[config.mk]
export PLATFORM = sky130hd
export DESIGN_NAME = ordered_list_insert_delete_search
export DESIGN_NICKNAME = d
export VERILOG_FILES = /design/src/design/olist_pkg.sv /design/src/design/olist_cell.sv /design/src/design/ordered_list_insert_delete_search.sv
export SDC_FILE = /design/constraint.sdc
export NUM_CORES = 2
export LEC_CHECK = 0
export BUFFER_PORTS_ARGS = -buffer_cell sky130_fd_sc_hd__buf_4
export CORE_MARGIN = 2
export CORE_UTILIZATION = 55
export DETAILED_ROUTE_END_ITERATION = 10
export GPL_ROUTABILITY_DRIVEN = 0
export PLACE_DENSITY_LB_ADDON = 0.05
export SETUP_SLACK_MARGIN = 0.5
export SLEW_MARGIN = 20
export SYNTH_ARGS = -nofsm -noshare
export SYNTH_HDL_FRONTEND = slang
export SYNTH_SLANG_ARGS = --single-unit
[constraint.sdc]
create_clock -name i_clk -period 8.71 [get_ports i_clk]
set_input_delay 0.871 -clock i_clk [delete_from_list [all_inputs] [get_ports i_clk]]
set_output_delay 0.871 -clock i_clk [all_outputs]
set_load 0.01 [all_outputs]
[src/design/olist_pkg.sv]
package olist_pkg;

    // command codes
    localparam logic [1:0] KIND_INSERT = 2'd0;
    localparam logic [1:0] KIND_APPEND = 2'd1;
    localparam logic [1:0] KIND_DELETE = 2'd2;
    localparam logic [1:0] KIND_QUERY  = 2'd3;

    // widths that cover the largest supported list
    localparam int IDX_W = 8;
    localparam int CNT_W = 9;

    typedef struct packed {
        logic [1:0]         kind;
        logic [4:0]         position;
        logic signed [31:0] word;
    } t_olist_cmd;

    typedef struct packed {
        logic       accepted;
        logic       found;
        logic [3:0] first_match_res;
        logic [4:0] match_count;
        logic [4:0] length;
    } t_olist_res;

    // broadcast to every cell in the cycle a command is taken
    typedef struct packed {
        logic             shift_up;
        logic             shift_dn;
        logic [IDX_W-1:0] pos;
        logic [31:0]      word;
    } t_olist_ctrl;

    // search token handed from cell to cell
    typedef struct packed {
        logic             tok;
        logic             found;
        logic [IDX_W-1:0] first;
        logic [CNT_W-1:0] cnt;
    } t_olist_scan;

endpackage

[src/design/olist_cell.sv]
module olist_cell
    import olist_pkg::*;
#(
    parameter int IDX = 0
) (
    input  logic        i_clk,
    input  logic        i_rst_n,
    input  t_olist_ctrl i_ctrl,
    input  logic [31:0] i_prev_word,
    input  logic [31:0] i_next_word,
    input  logic [31:0] i_key,
    input  logic [CNT_W-1:0] i_fill,
    input  t_olist_scan i_scan,
    output logic [31:0] o_word,
    output t_olist_scan o_scan
);

    localparam logic [IDX_W-1:0] MY_IDX = IDX_W'(IDX);

    logic [31:0] r_word;
    logic [31:0] n_word;
    t_olist_scan r_scan;
    t_olist_scan n_scan;
    logic        hit;

    always_comb begin
        n_word = r_word;
        if (i_ctrl.shift_up) begin
            if (MY_IDX > i_ctrl.pos) begin
                n_word = i_prev_word;
            end else if (MY_IDX == i_ctrl.pos) begin
                n_word = i_ctrl.word;
            end
        end else if (i_ctrl.shift_dn) begin
            if (MY_IDX >= i_ctrl.pos) begin
                n_word = i_next_word;
            end
        end
    end

    // only entries below the fill count take part in a search
    assign hit = (CNT_W'(IDX) < i_fill) && (r_word == i_key);

    always_comb begin
        n_scan       = i_scan;
        n_scan.cnt   = i_scan.cnt + CNT_W'(hit);
        n_scan.found = i_scan.found | hit;
        if (hit && !i_scan.found) begin
            n_scan.first = MY_IDX;
        end
    end

    always_ff @(posedge i_clk) begin
        r_word <= n_word;
        r_scan <= n_scan;
        if (!i_rst_n) begin
            r_scan.tok <= 1'b0;
        end
    end

    assign o_word = r_word;
    assign o_scan = r_scan;

endmodule

[src/design/ordered_list_insert_delete_search.sv]
// Ordered list of up to CAPACITY signed 32-bit words. A command is taken when
// start is high and busy is low. An accepted insert, append or delete shifts
// the entries from its position upward at once and delivers its result on the
// next cycle. A query sends a search token down the row of cells, one cell
// per cycle, and keeps busy high until its result appears. Each result
// is shown for one cycle with o_strobe; the receiver must take it then.
module ordered_list_insert_delete_search
    import olist_pkg::*;
#(
    parameter int CAPACITY = 16
) (
    input  logic       i_clk,
    input  logic       i_rst_n,
    input  logic       start,
    input  t_olist_cmd i_cmd,
    output logic       busy,
    output logic       o_strobe,
    output t_olist_res o_res
);

    localparam int FW = $clog2(CAPACITY + 1);
    localparam logic [CNT_W-1:0] CAP_V = CNT_W'(CAPACITY);

    logic [FW-1:0]    r_fill;
    logic [FW-1:0]    n_fill;
    logic             r_busy;
    logic             r_seed_tok;
    logic [31:0]      r_key;
    logic             r_strobe;
    t_olist_res       r_res;
    logic             take;
    logic [CNT_W-1:0] fill_w;
    logic [CNT_W-1:0] pos_w;
    logic             ok;
    t_olist_ctrl      ctrl;
    t_olist_scan      scan [CAPACITY+1];
    logic [31:0]      words [CAPACITY];

    assign take   = start && !r_busy;
    assign fill_w = CNT_W'(r_fill);
    assign pos_w  = CNT_W'(i_cmd.position);

    always_comb begin
        ok            = 1'b0;
        ctrl.shift_up = 1'b0;
        ctrl.shift_dn = 1'b0;
        ctrl.pos      = pos_w[IDX_W-1:0];
        ctrl.word     = i_cmd.word;
        n_fill        = r_fill;
        unique case (i_cmd.kind)
            KIND_INSERT: begin
                ok            = (pos_w <= fill_w) && (fill_w < CAP_V);
                ctrl.shift_up = take && ok;
            end
            KIND_APPEND: begin
                ok            = fill_w < CAP_V;
                ctrl.shift_up = take && ok;
                ctrl.pos      = fill_w[IDX_W-1:0];
            end
            KIND_DELETE: begin
                ok            = pos_w < fill_w;
                ctrl.shift_dn = take && ok;
            end
            KIND_QUERY: begin
                ok = 1'b1;
            end
            default: ok = 1'b0;
        endcase
        if (ctrl.shift_up) begin
            n_fill = r_fill + FW'(1);
        end else if (ctrl.shift_dn) begin
            n_fill = r_fill - FW'(1);
        end
    end

    assign scan[0] = '{tok: r_seed_tok, found: 1'b0, first: '0, cnt: '0};

    for (genvar g = 0; g < CAPACITY; g++) begin : g_cell
        olist_cell #(
            .IDX(g)
        ) u_cell (
            .i_clk      (i_clk),
            .i_rst_n    (i_rst_n),
            .i_ctrl     (ctrl),
            .i_prev_word((g == 0) ? i_cmd.word : words[(g == 0) ? 0 : g - 1]),
            .i_next_word(words[(g == CAPACITY - 1) ? g : g + 1]),
            .i_key      (r_key),
            .i_fill     (fill_w),
            .i_scan     (scan[g]),
            .o_word     (words[g]),
            .o_scan     (scan[g+1])
        );
    end

    always_ff @(posedge i_clk) begin
        r_strobe <= 1'b0;
        if (take) begin
            r_fill <= n_fill;
            r_key  <= i_cmd.word;
            if (i_cmd.kind == KIND_QUERY) begin
                r_busy <= 1'b1;
            end else begin
                r_strobe <= 1'b1;
            end
            r_res.accepted        <= ok;
            r_res.found           <= 1'b0;
            r_res.first_match_res <= '0;
            r_res.match_count     <= '0;
            r_res.length          <= 5'(n_fill);
        end
        // token is entering the last cell, result shows next cycle
        if (scan[CAPACITY-1].tok) begin
            r_busy <= 1'b0;
        end
        r_seed_tok <= take && (i_cmd.kind == KIND_QUERY);
        if (!i_rst_n) begin
            r_fill     <= '0;
            r_busy     <= 1'b0;
            r_seed_tok <= 1'b0;
            r_strobe   <= 1'b0;
        end
    end

    assign busy     = r_busy;
    assign o_strobe = r_strobe || scan[CAPACITY].tok;

    always_comb begin
        o_res = r_res;
        if (scan[CAPACITY].tok) begin
            o_res.accepted        = 1'b1;
            o_res.found           = scan[CAPACITY].found;
            o_res.first_match_res = scan[CAPACITY].first[3:0];
            o_res.match_count     = scan[CAPACITY].cnt[4:0];
            o_res.length          = 5'(r_fill);
        end
    end

endmodule

* Word-level counts from Yosys, hierarchy flattened
Cells that the tools add are included.
W data, S select, Z words.
** Operators by class
- Add/subtract/negate cells :: 17
- Order comparisons :: 50
- Equality and inequality tests :: 49
- Muxes and demuxes :: 86
- Bitwise logic cells :: 16
- Reductions and logical operators :: 92
** Operator list (count)
- $mux W32 :: 77
- $eq A32 B32 Y1 :: 16
- $add A5 B1 Y5 :: 13
- $ne A3 B1 Y1 const B :: 15
- $reduce_and A3 Y1 :: 15
- $eq A4 B5 Y1 const A :: 8
- $gt A4 B5 Y1 const A :: 8
- $lt A4 B5 Y1 const A :: 8
- $logic_and A1 B1 Y1 :: 37
- $ge A4 B5 Y1 const A :: 7
- $reduce_bool A2 Y1 :: 17
- $eq A3 B5 Y1 const A :: 4
- $ge A3 B5 Y1 const A :: 4
- $gt A3 B5 Y1 const A :: 4
- $lt A3 B5 Y1 const A :: 4
- $logic_not A1 Y1 :: 16
- $mux W16 :: 1
- $mux W5 :: 3
- $or A1 B1 Y1 :: 15
- $eq A2 B5 Y1 const A :: 2
- $ge A1 B5 Y1 const A :: 2
- $ge A2 B5 Y1 const A :: 2
- $gt A1 B5 Y1 const A :: 2
- $gt A2 B5 Y1 const A :: 2
- 21 further kinds :: 28
** Word-level totals
- Register bits after elaboration :: 711
- Input port bits :: 42
- Output and inout port bits :: 18
- Logic and storage cells :: 395

* Logic depth before layout (Yosys ltp)
- Depth after elaboration :: 6
- Depth in mapped cells :: 12
- Gate-level depth less buffers :: 9

* Modules after synthesis
Synthesis repeated with hierarchy kept, for this count alone.
** Unflattened totals
- Cells, all modules :: 3968
- Area total of the unflattened synthesis :: 44555.2 µm²
** Modules (own cells, without submodules)
- olist_cell at g_cell[11].u_cell :: instances 1, cells an instance 241, area each 2765.2 µm², sequential area each 1341.3 µm²
- olist_cell at g_cell[8].u_cell :: instances 1, cells an instance 247, area each 2720.1 µm², sequential area each 1341.3 µm²
- olist_cell at g_cell[5].u_cell :: instances 1, cells an instance 250, area each 2698.8 µm², sequential area each 1341.3 µm²
- olist_cell at g_cell[1].u_cell :: instances 1, cells an instance 248, area each 2693.8 µm², sequential area each 1341.3 µm²
- olist_cell at g_cell[2].u_cell :: instances 1, cells an instance 244, area each 2688.8 µm², sequential area each 1341.3 µm²
- olist_cell at g_cell[15].u_cell :: instances 1, cells an instance 239, area each 2682.6 µm², sequential area each 1341.3 µm²
- olist_cell at g_cell[14].u_cell :: instances 1, cells an instance 245, area each 2680.1 µm², sequential area each 1341.3 µm²
- olist_cell at g_cell[12].u_cell :: instances 1, cells an instance 246, area each 2672.6 µm², sequential area each 1341.3 µm²
- olist_cell at g_cell[13].u_cell :: instances 1, cells an instance 239, area each 2671.3 µm², sequential area each 1341.3 µm²
- olist_cell at g_cell[6].u_cell :: instances 1, cells an instance 243, area each 2671.3 µm², sequential area each 1341.3 µm²
- olist_cell at g_cell[4].u_cell :: instances 1, cells an instance 244, area each 2670.1 µm², sequential area each 1341.3 µm²
- olist_cell at g_cell[9].u_cell :: instances 1, cells an instance 243, area each 2663.8 µm², sequential area each 1341.3 µm²
- olist_cell at g_cell[10].u_cell :: instances 1, cells an instance 248, area each 2660.1 µm², sequential area each 1341.3 µm²
- olist_cell at g_cell[3].u_cell :: instances 1, cells an instance 238, area each 2652.5 µm², sequential area each 1341.3 µm²
- +3 rows

* Worst setup path before layout
Ideal clock, no wire load.
- Kind :: input port to flip-flop
- From :: input port start
- To :: register g_cell[8].u_cell.r_word[0], enable pin
- Setup time :: 0.468 ns
- Arrival :: 6.180 ns
- Required time :: 8.242 ns
- Path slack :: 2.062 ns
- Stages :: 5
- Path buffers :: 1
- Path through :: nor2b_1 nor3b_2 clkbuf_1 a21oi_1 nor3b_1
** On the way
- Cells in the longest elaborated chain, start to end :: 5
- Elaborated cells between the ends (all ways) :: 10
- Those cells by class :: eq/ne: 1; mux: 2; reduce/logical: 7
** RTL lines
- start: declaration :: line ordered_list_insert_delete_search.sv:14 : input logic start,
- $logic_and A1 B1 Y1 * :: line ordered_list_insert_delete_search.sv:39 : assign take = start && !r_busy;
- $logic_and A1 B1 Y1, on equally long branches :: line ordered_list_insert_delete_search.sv:57, ordered_list_insert_delete_search.sv:53, ordered_list_insert_delete_search.sv:62
- $pmux W1 S2 / $mux W1 (equally long branches) :: line ordered_list_insert_delete_search.sv:50 : unique case (i_cmd.kind)
- $ne A3 B1 Y1 (no source line) / $reduce_bool A2 Y1 (equally long branches)
- $reduce_and A3 Y1 (no source line) *
- end signal: assignment :: line olist_cell.sv:54 : r_word <= n_word;
- end: declaration :: line olist_cell.sv:20 : logic [31:0] r_word;
Mark *: on every way between the ends. The rest lies on a longest branch, timed or not.
A chain may end at the register's enable or synchronous reset.

* Final worst setup path
- From :: register r_fill[4]
- To :: register g_cell[11].u_cell.r_word[21] (data pin)
** On the way
- Cells in the longest elaborated chain, start to end :: 5
- Elaborated cells between the ends (all ways) :: 10
- Those cells by class :: order compare: 3; mux: 4; reduce/logical: 3
** RTL lines
- start: declaration :: line ordered_list_insert_delete_search.sv:24 : logic [FW-1:0] r_fill;
- start signal: assignment :: line ordered_list_insert_delete_search.sv:98 : r_fill <= n_fill;
- $le A5 B5 Y1 / $lt A5 B5 Y1 (equally long branches) :: line ordered_list_insert_delete_search.sv:52, ordered_list_insert_delete_search.sv:56
- $logic_and A1 B1 Y1 :: line ordered_list_insert_delete_search.sv:52 : ok = (pos_w <= fill_w) && (fill_w < CAP_V);
- $logic_and A1 B1 Y1 :: line ordered_list_insert_delete_search.sv:53 : ctrl.shift_up = take && ok;
- $pmux W1 S2 :: line ordered_list_insert_delete_search.sv:50
- $mux W32 * :: line olist_cell.sv:28 : if (i_ctrl.shift_up) begin
- via g_cell[11].u_cell.n_word[21] :: line olist_cell.sv:21 : logic [31:0] n_word;
- end signal: assignment :: line olist_cell.sv:54
- end: declaration :: line olist_cell.sv:20
Mark *: on every way through the listed nets, which the timed path passes. The rest lies on a longest branch.

==> results.txt <==
The flow ran to the end, and the final reports show no timing, DRC or antenna violations. During I/O placement, the number of pins put on the boundary was 60. The reg-to-reg setup timing slack is 4.27 ns, and the static leakage is 16.34 nW. The share of the synthesized area in compound gates (AO/OA/AOI/OAI) was 0.1343.

The instance count along the most critical hold path works out to 1. Setup repair after global routing left no endpoint under its margin. After synthesis, the netlist uses 59 different library cells. The logic depth of the worst register-to-register path was 9; the quantity of I/O buffers inserted on ports was 59. STA classifies the critical path startpoint as a flop. Post-CTS repair changed the size of 0 cells. The tools report the met3 global-route usage as 0.04012. The number of nets in the layout is 3565, and the actual transition at the worst max-transition pin is 1.284 ns.

After layout, the minimum clock period comes to 4.445 ns. The finished cells cover 42780 um2. The post-synthesis share of cell area spent on and, or, nand and nor gates came out at 0.07253. The clock latency at the later pin of the worst-skew pair is 0.64 ns, and the highest clock rate is 0.2250 GHz. The part of the cycle the worst path needs was 0.5103. The clock power share was 0.401; the H-tree depth was 3. The total length of routed wires is 124800 um, and the core area is 70270 um2. Across all hold checks on the routed design, the worst slack comes to 0.4060 ns.

The tools report the worst-case hold path end point as g_cell[7].u_cell.o_scan[10]. The tools report the CTS buffer count as 78. Flop and latch count out of synthesis: 708. The library cell used most frequently in the layout, excluding fill and tap cells, is a21oi_1. Yosys mapped a number of flops with a built-in enable equal to 550.

Counting every instance in the synthesized netlist gives 3607. After the flow finishes, the layout carries non-filler instances totaling 4489. Starting density of the core: 0.5575. For the total internal power, the log shows 6.130 mW.

The adder and majority cell fraction of the synthesized area works out to 0.01245. The tools report the critical register-to-register path startpoint as r_fill[4]. Clock-pin slew was measured on the worst setup and hold paths at 0.06 ns. The growth of design area from synthesis to finish was 9.181%. In this run the most used layer during global routing was met2. Traced cell by cell, the critical path runs through inv_1, ha_1, o211ai_1, a21oi_1, o211ai_1, buf_4, and2_4, buf_12, a31oi_1.

In the layout the commonest cells are 808 x a21oi_1, 550 x edfxtp_1, 458 x xor2_1. The logs give 0.142 for the combinational cell fraction of total power and 184800 um for the global-route wire length before repair. For this run, design rule violations remaining after detail routing come to 0. Data arrives at the worst endpoint at 4.75 ns. The tools report the CTS sink count as 708. The most used flip-flop cell after synthesis is edfxtp_1. The path class of the tightest hold or removal check is reg2reg.

Number of cell rows: 97. The mapped netlist covers 39180 um2. Setup violations remaining at the end of the flow were counted as 0. Post-CTS setup-driven buffer insertion count: 0. The share of total power consumed by net switching is 0.2739, and the met2 demand-to-capacity share in global routing is 0.5006. The die extent in y is 270.9 um, and the instance area at placement is 40040 um2. Dividing the detail-routed via count by the number of cells gives 6.472. The logs give 6 for the number of search-and-repair iterations in the first detailed-routing pass and 0 for the count of nets left with antenna violations after detail routing. Fraction of final layout cells with drive strength greater than 1: 0.1106. Tracing the worst setup path back leads to its startpoint at r_fill[4]. For the worst slew margin relative to its limit, the log shows 0.1442. The register share of total power is 0.457, and the starting DRC count in detailed routing is 3379. The delay of the slowest cell on the worst path is 0.70 ns. The total power was 8.441 mW. For this design, the CTS-stage hold fixing added 0 buffers. From left edge to right edge, the die measures 270.9 um. The setup TNS was 0 ns. TritonCTS built the clock tree. By startpoint and endpoint, the worst setup path is classified as reg2reg.

The worst register-to-register path ends at g_cell[11].u_cell.o_word[21]. The run gives 0.3325 as the total track usage. Main combinational cell family by area after synthesis: compound AO/OA/AOI/OAI gates.

Along the worst path, the maximum fanout reaches 231. STA classifies the critical path endpoint as a flop. The detailed router placed 29052 vias in this run. The clock passes through at most 3 buffers. Data on the critical path is required at its endpoint by 9.01 ns.

Entering global routing, the biggest net connects 232 pins. For the via count of the first global-routing pass, the log shows 28046. The slowest cell on the critical path is dfxtp_1. Dividing total power by cell area gives a power density of 197.3 nW/um2. The post-synthesis mux area share was 0.1149.

The cell sitting at the root of the clock tree is a clkbuf_16. The number of hold-slack violations in the final timing report is 0, and the count of max-cap constraint violations is 0. The number of warning messages in the yosys log was 0. The number of pins exceeding their max-slew limit in the final report came out at 0. The library cell appearing most often on the critical path is o211ai_1. The fraction of synthesized cell area in xor and xnor cells is 0.1232. The initial antenna violation count came out at 3. The logs give 3688 for the post-synth net total and 0.1660 mV for the peak supply drop.

Summed over all nets, the half-perimeter wirelength after detailed placement is 87060 um. Routing usage on met1: 0.4581. The launch instance of the worst min-delay path is g_cell[6].u_cell.o_scan[10].

In the final routed layout, each cell accounts on average for 27.81 um. In this run the mean area of a mapped cell was 10.86 um2. The floorplan step defined a die boundary enclosing 73380 um2. Once placement completed, the tool counted placed cells totaling 4340. The async set or reset register ratio after synthesis is 0, and the sequential cell area fraction in the yosys report is 0.5023. Worst setup skew after layout: 0.02555 ns.

The total global routing overflow was 0; the power dissipated by switching net loads was 2.312 mW.
-- logic make-up after synthesis --
logic type                 after synthesis
buffers and inverters                  348
adders and majority gates               39
muxes                                  439
AOI/OAI and AO/OA                     1004
DFF                                    708
xor gates and xnor gates               551
and+or+nand+nor                        518
-- flip-flops by register name (all words and copies together) (netlist names) --
name                  cells
busy                      1
g_cell.u_cell.o_scan    150
g_cell.u_cell.o_word    512
r_fill                    5
r_key                    32
r_res                     6
r_seed_tok                1
r_strobe                  1
-- per-stage QoR --
stage	utilization	setup slack, ns
2_1_floorplan	-	2.062
3_3_place_gp	0.5698	4.302
3_5_place_dp	0.5698	4.209
4_1_cts	0.6072	4.459
5_1_grt	0.6087	4.110
6_report	0.6087	4.265
-- routing by layer --
layer	up-vias	wire, um	part of all wire
li1	13046	-	-
met2	1595	55900	0.45
met1	14137	50700	0.41
met5	-	0	0
met4	0	8653	0.069
met3	274	9594	0.077
-- worst max-delay path: cells and delay by family, from the launching register on --
kind	cells	cell delay, ns
flops	1	0.70
compound gates	4	0.59
simple gates	1	0.46
fa+ha+maj	1	0.43
buf+inv	3	1.57
-- worst max path at each step --
stage	endpoint	slack [ns]	depth (start not counted)
CTS	g_cell[15].u_cell.o_word[25]	4.46	9
finish	g_cell[11].u_cell.o_word[21]	4.27	9
global route	g_cell[11].u_cell.o_word[9]	4.11	9
detailed placement	g_cell[3].u_cell.o_word[13]	4.21	6
floorplan	g_cell[8].u_cell.o_word[0]	2.06	5
global placement	g_cell[3].u_cell.o_word[11]	4.30	6
-- final cells by class --
type / instances / area, um2
Clock buffer: 108 / 2395
Timing Repair Buffer: 132 / 1131
Tap cell: 940 / 1176
Antenna cell: 4 / 10.01
Sequential cell: 708 / 19680
Multi-Input combinational cell: 2551 / 18100
Inverter: 13 / 48.80
Fill cell: 5783 / 27500
Clock inverter: 33 / 235.2
-- Yosys cell counts (all sizes together) (31+ instances only) --
master / n / area (um2)
nand4: 41 / 256.5
nand2: 86 / 325.3
dfxtp: 158 / 3163
buf: 114 / 703.2
xnor2: 93 / 814.5
a21oi: 815 / 4105
and2: 31 / 193.9
edfxtp: 550 / 16520
or2: 41 / 256.5
nor4: 126 / 788.3
nor2: 31 / 126.4
xor2: 458 / 4011
a31oi: 100 / 625.6
mux2: 76 / 859.6
o21ai: 70 / 372.9
nand3: 105 / 530.5
mux2i: 363 / 3641
ha: 39 / 488.0
clkbuf: 221 / 829.6
-- power by group through the flow --
stage	Clock, mW	Sequential (mW)	Combinational [mW]
6_report	3.39	3.86	1.20
5_1_grt	3.54	3.87	1.27
4_1_cts	3.43	3.85	1.16
3_5_place_dp	0	3.93	1.16
3_3_place_gp	0	3.92	1.14
2_1_floorplan	0	3.88	0.829
Power figures use the tool's default switching activity.
